--- src/rtl/bal_pkg.sv ---
`default_nettype none

package bal_pkg;

  localparam int CAPACITY = 32;

  // Field widths of one item
  localparam int CMD_W    = 3;
  localparam int POS_W    = 6;
  localparam int AGE_W    = 8;
  localparam int ID_W     = 31;
  localparam int MONTH_W  = 4;
  localparam int DAY_W    = 5;
  localparam int YEAR_W   = 12;
  localparam int STATUS_W = 2;
  localparam int ENTRY_W  = 6;

  // Width of the count, of an entry index, and of the index compare
  localparam int CNT_W = $clog2(CAPACITY + 1);
  localparam int IDX_W = $clog2(CAPACITY);
  localparam int CMP_W = (CNT_W > POS_W) ? CNT_W : POS_W;

  localparam int IN_DATA_W  = 72;
  localparam int IN_USER_W  = 8;
  localparam int OUT_DATA_W = 72;

  typedef enum logic [CMD_W-1:0] {
    CMD_INS_FRONT  = 3'd0,
    CMD_INS_REAR   = 3'd1,
    CMD_INS_INDEX  = 3'd2,
    CMD_INS_SORTED = 3'd3,
    CMD_DEL_FRONT  = 3'd4,
    CMD_DEL_REAR   = 3'd5,
    CMD_DEL_INDEX  = 3'd6,
    CMD_READ       = 3'd7
  } cmd_e;

  typedef enum logic [STATUS_W-1:0] {
    ST_OK    = 2'd0,
    ST_FULL  = 2'd1,
    ST_EMPTY = 2'd2,
    ST_RANGE = 2'd3
  } status_e;

  // One record, age in the lowest bits
  typedef struct packed {
    logic [YEAR_W-1:0]  year;
    logic [DAY_W-1:0]   day;
    logic [MONTH_W-1:0] month;
    logic [ID_W-1:0]    id;
    logic [AGE_W-1:0]   age;
  } rec_t;

  // Commands from controller to datapath
  typedef struct packed {
    logic load;  // capture the accepted item
    logic find;  // register the age compares for a sorted insert
    logic exec;  // apply the operation and load the result register
  } dp_cmd_t;

endpackage

`default_nettype wire

--- src/rtl/bal_ctrl.sv ---
`default_nettype none

module bal_ctrl (
  input  wire logic             clk_i,
  input  wire logic             rst_ni,
  input  wire logic             in_valid_i,
  output logic                  in_ready_o,
  output logic                  out_valid_o,
  input  wire logic             out_ready_i,
  output bal_pkg::dp_cmd_t      dp_cmd_o
);

  typedef enum logic [2:0] {
    S_IDLE = 3'b001,
    S_FIND = 3'b010,
    S_EXEC = 3'b100
  } state_e;

  state_e state_q, state_d;
  logic   out_valid_q, out_valid_d;
  logic   slot_free;

  assign slot_free  = !out_valid_q || out_ready_i;
  assign in_ready_o = (state_q == S_IDLE);
  assign out_valid_o = out_valid_q;

  always_comb begin
    state_d       = state_q;
    dp_cmd_o      = '0;
    unique case (state_q)
      S_IDLE: begin
        if (in_valid_i) begin
          dp_cmd_o.load = 1'b1;
          state_d       = S_FIND;
        end
      end
      S_FIND: begin
        dp_cmd_o.find = 1'b1;
        state_d       = S_EXEC;
      end
      S_EXEC: begin
        // hold until the result register can take the new item
        if (slot_free) begin
          dp_cmd_o.exec = 1'b1;
          state_d       = S_IDLE;
        end
      end
      default: state_d = S_IDLE;
    endcase
  end

  always_comb begin
    out_valid_d = out_valid_q;
    if (out_ready_i) out_valid_d = 1'b0;
    if (dp_cmd_o.exec) out_valid_d = 1'b1;
  end

  always_ff @(posedge clk_i or negedge rst_ni) begin
    if (!rst_ni) begin
      state_q     <= S_IDLE;
      out_valid_q <= 1'b0;
    end else begin
      state_q     <= state_d;
      out_valid_q <= out_valid_d;
    end
  end

endmodule

`default_nettype wire

--- config.mk ---
export PLATFORM = sky130hd
export DESIGN_NAME = bal_ctrl
export DESIGN_NICKNAME = d
export VERILOG_FILES = /design/src/rtl/bal_pkg.sv /design/src/rtl/bal_ctrl.sv
export SDC_FILE = /design/constraint.sdc
export NUM_CORES = 1
export LEC_CHECK = 0
export BUFFER_PORTS_ARGS = -buffer_cell sky130_fd_sc_hd__buf_2
export CAP_MARGIN = 20
export CORE_AREA = 2 2 39 41
export CTS_CLUSTER_DIAMETER = 100
export DETAILED_ROUTE_END_ITERATION = 12
export DIE_AREA = 0 0 41 43
export PLACE_DENSITY = 0.37
export SLEW_MARGIN = 20
export SYNTH_ARGS = -nofsm -noshare
export SYNTH_HDL_FRONTEND = slang
export SYNTH_SLANG_ARGS = --single-unit
--- constraint.sdc ---
create_clock -name clk_i -period 1.3 [get_ports clk_i]
set_input_delay 0.26 -clock clk_i [delete_from_list [all_inputs] [get_ports clk_i]]
set_output_delay 0.26 -clock clk_i [all_outputs]
set_load 0.05 [all_outputs]
==> metrics list <==
- Across the run, the number of max-cap violations was 0.
* Final setup skew: 0.008557 ns
- Layout-stage area growth over the synthesis result: 80.33%
- Once the floorplan was initialized, standard cells occupied 16.55% of the core.
- Yosys warnings: 0
- Cell area after placement: 330.3 sq um
- Summed over all layers, the routed wires come to 503 um.
* Number of nets in the layout: 42
* Number of sinks handled by clock tree synthesis: 4
- Achievable clock frequency: 0.6481 GHz
- Port buffer count: 8
- Remaining antenna violation count after routing: 0
- Total number of vias: 211
- Worst path setup slack after routing: -0.2429 ns
* Overall die area: 0.001763 sq mm
* Clock root buffer: sky130_fd_sc_hd__clkbuf_4
- Fin crit share: 118.7%
- TritonCTS created 3 clock buffers.
- After detailed routing, the number of vias per cell comes to 3.981.
* Setup Crit Path Kind: flop to output pin
- Fill count: 145
- Area occupied by multi-input gates: 126.4 sq um
- At the end of routability-driven placement, the weighted congestion stood at 0.7138.
* Cell Area, Synth: 229.0 sq um
- TritonCTS built the clock tree.
- Critical path required time: 1.04 ns
- The sequential cells in the finished layout cover a total of 101.3 sq um.
- The worst setup path is launched from a flop.
- The worst setup path is captured at an output pin.
* Status: complete, but fails checks
- Area of the core: 0.001384 sq mm
- Horizontal die dimension: 41 um
- Arrival time worst endpoint: 1.28 ns
- VDD sags by at most 0.0007690 V.
- The tightest min-delay check is of the input port to flop type.
- Violated checks: negative setup slack
- Iteration count of the initial detailed-routing pass: 2
- Setup violations remaining at the end of the flow were counted as 4.
* Sequential-to-total area share from yosys stat: 44.26%
* Clock latency on the worst-skew pair: 0.24 ns
- Unrepaired setup endpoints after global routing: yes
- The setup check on the worst reg-to-reg path leaves a slack of 0.14 ns.
- Synthesis produced 20 cells.
- Clock-pin slew was measured on the worst setup and hold paths at 0.04 ns.
* Final-report max-slew violation count: 0
- For this design the static power due to leakage is 0.1912 nW.
* # DRC: 0
* Hold Startpoint: out_ready_i
- Global router's overall resource usage: 8.678%
- The number of nets in the synthesized netlist is 24.
- Counting flops and latches in the post-synthesis netlist gives 4.
- Leftover overflow at the end of global routing: 0
- Dividing total power by cell area gives a power density of 2431 mW/mm^2.
- In this run the core area contains 14 standard-cell rows.
- Final standard cell area without fillers: 412.9 sq um
- Antenna fix cells: 0
- Routed wire length per instance: 9.491 um
- Synth top area cells: sky130_fd_sc_hd__dfrtp_1 33%, sky130_fd_sc_hd__and4bb_2 16%, sky130_fd_sc_hd__dfstp_2 11%
* Worst hold endpoint: out_valid_o
- The smallest clock period supported by the final layout is computed as 1.543 ns.
* Crit-path max FO: 4
- Die height: 43 um
- H-tree levels: 1
* Relative slew margins: 83.59%
- Post-synth top area share: 32.79%
* Boundary Pins: 9
- Cells with a size suffix above 1 make up 75.68% of the layout.
* Vias in the first global route: 215
- Tightest Pin Transition: 0.2478 ns
* Largest net degree at the start of global routing: 7
- The largest total area in the synthesized netlist belongs to sky130_fd_sc_hd__dfrtp_1.
- Along the worst hold path, the cell count comes to 2.
- The final count of hold timing violations was 0.
* Critical Path Source: state_q[0]
- Final total power: 1.004 mW
- Maximum number of buffers from clock root to sink: 2
- In this run the critical register-to-register path is launched from state_q[2].
* Mean instance size in the synthesized netlist: 11.45 sq um
- The first global-routing pass estimated 924 um of wire.
- The initial antenna violation count came to 0.
* Netlist cell types: 13
* Terminus of the critical flop-to-flop path: state_q[0]
- After the first detailed-routing iteration, the DRC count stood at 4.
* Worst Reg-to-Reg Cells: 4
## Yosys cell counts (all sizes together)
| master | count |
|---|---|
| dfrtp | 3 |
| nor3b | 1 |
| inv | 3 |
| dfstp | 1 |
| a21oi | 1 |
| and4bb | 3 |
| o21a | 1 |
| or3b | 1 |
| and2b | 1 |
| a211oi | 1 |
| o21ai | 1 |
| buf | 2 |
| nor3 | 1 |
## state kept, by name, summed over array words and instances (netlist names)
| register | cells |
|---|---|
| state_q | 3 |
| out_valid_o | 1 |
## where the power goes
part	switching (mW)	internal [mW]
Clock	0.0563	0.116
Sequential	0.0297	0.176
Combinational	0.333	0.293
## layer usage
metal	track usage (%)	up-vias	part of all wire, %
li1	-	103	-
met1	9.477	100	43
met2	10.94	8	47
met3	5.236	0	9.5
met4	8.000	0	0
met5	0	-	0
## area by class of cell
class / count / area share, %
Timing Repair Buffer: 15 / 30.91
Multi-Input combinational cell: 11 / 30.61
Sequential cell: 4 / 24.55
Clock buffer: 4 / 6.364
Tap cell: 16 / 4.848
Inverter: 3 / 2.727
## critical path, stage by stage (launching register included)
cell and delay (ns):
sky130_fd_sc_hd__dfstp_2 0.37, sky130_fd_sc_hd__or3b_4 0.39, sky130_fd_sc_hd__a21oi_2 0.12, sky130_fd_sc_hd__buf_6 0.17
## placed cells by master, fill, tap and decap left out, drive strengths merged
cell	instances
a211oi	1
a21oi	1
and2b	1
and4bb	3
buf	14
clkbuf	4
dfrtp	3
dfstp	1
dlygate4sd3	1
inv	3
nor3	1
nor3b	1
o21a	1
o21ai	1
or3b	1
## cell families after synthesis
| logic type | count (synthesis) | synth area share, % |
|---|---|---|
| and+or+nand+nor | 7 | 29.51 |
| buffers and inverters | 5 | 11.47 |
| DFF | 4 | 44.26 |
| AOI/OAI and AO/OA | 4 | 14.75 |
## through the flow
stage | instances | TNS [ns] | hold slack, ns | setup WS (ns) | utilization [%]
floorplan | 20 | -0.04437 | -0.03559 | -0.04437 | -
global placement | 48 | -0.1577 | 0.06838 | -0.09442 | 23.87
detailed placement | 48 | -0.1761 | 0.07026 | -0.09084 | 23.87
CTS | 53 | -0.8160 | 0.2278 | -0.2613 | 29.57
global route | 53 | -0.9846 | 0.2353 | -0.2962 | 29.84
finish | 53 | -0.7265 | 0.2411 | -0.2429 | 29.84
## how the worst max path moves through the flow
stage,to,slack [ns],cells after the start
after floorplan,dp_cmd_o[0],-0.04,3
after global placement,dp_cmd_o[0],-0.09,3
after detailed placement,dp_cmd_o[0],-0.09,3
after CTS,dp_cmd_o[0],-0.26,3
after global routing,dp_cmd_o[0],-0.30,3
final,dp_cmd_o[0],-0.24,3
## timing repair
| item | CTS | global route |
|---|---|---|
| buffers inserted | 0 | 0 |
| pin swaps | 1 | 1 |
| gates resized for setup | 13 | 1 |
| hold buffers | 1 | 0 |
| hold endpoints to repair | 3 | 0 |
| endpoints found under the setup margin | 4 | 4 |
Note: power is estimated with default switching activity, not from simulation.
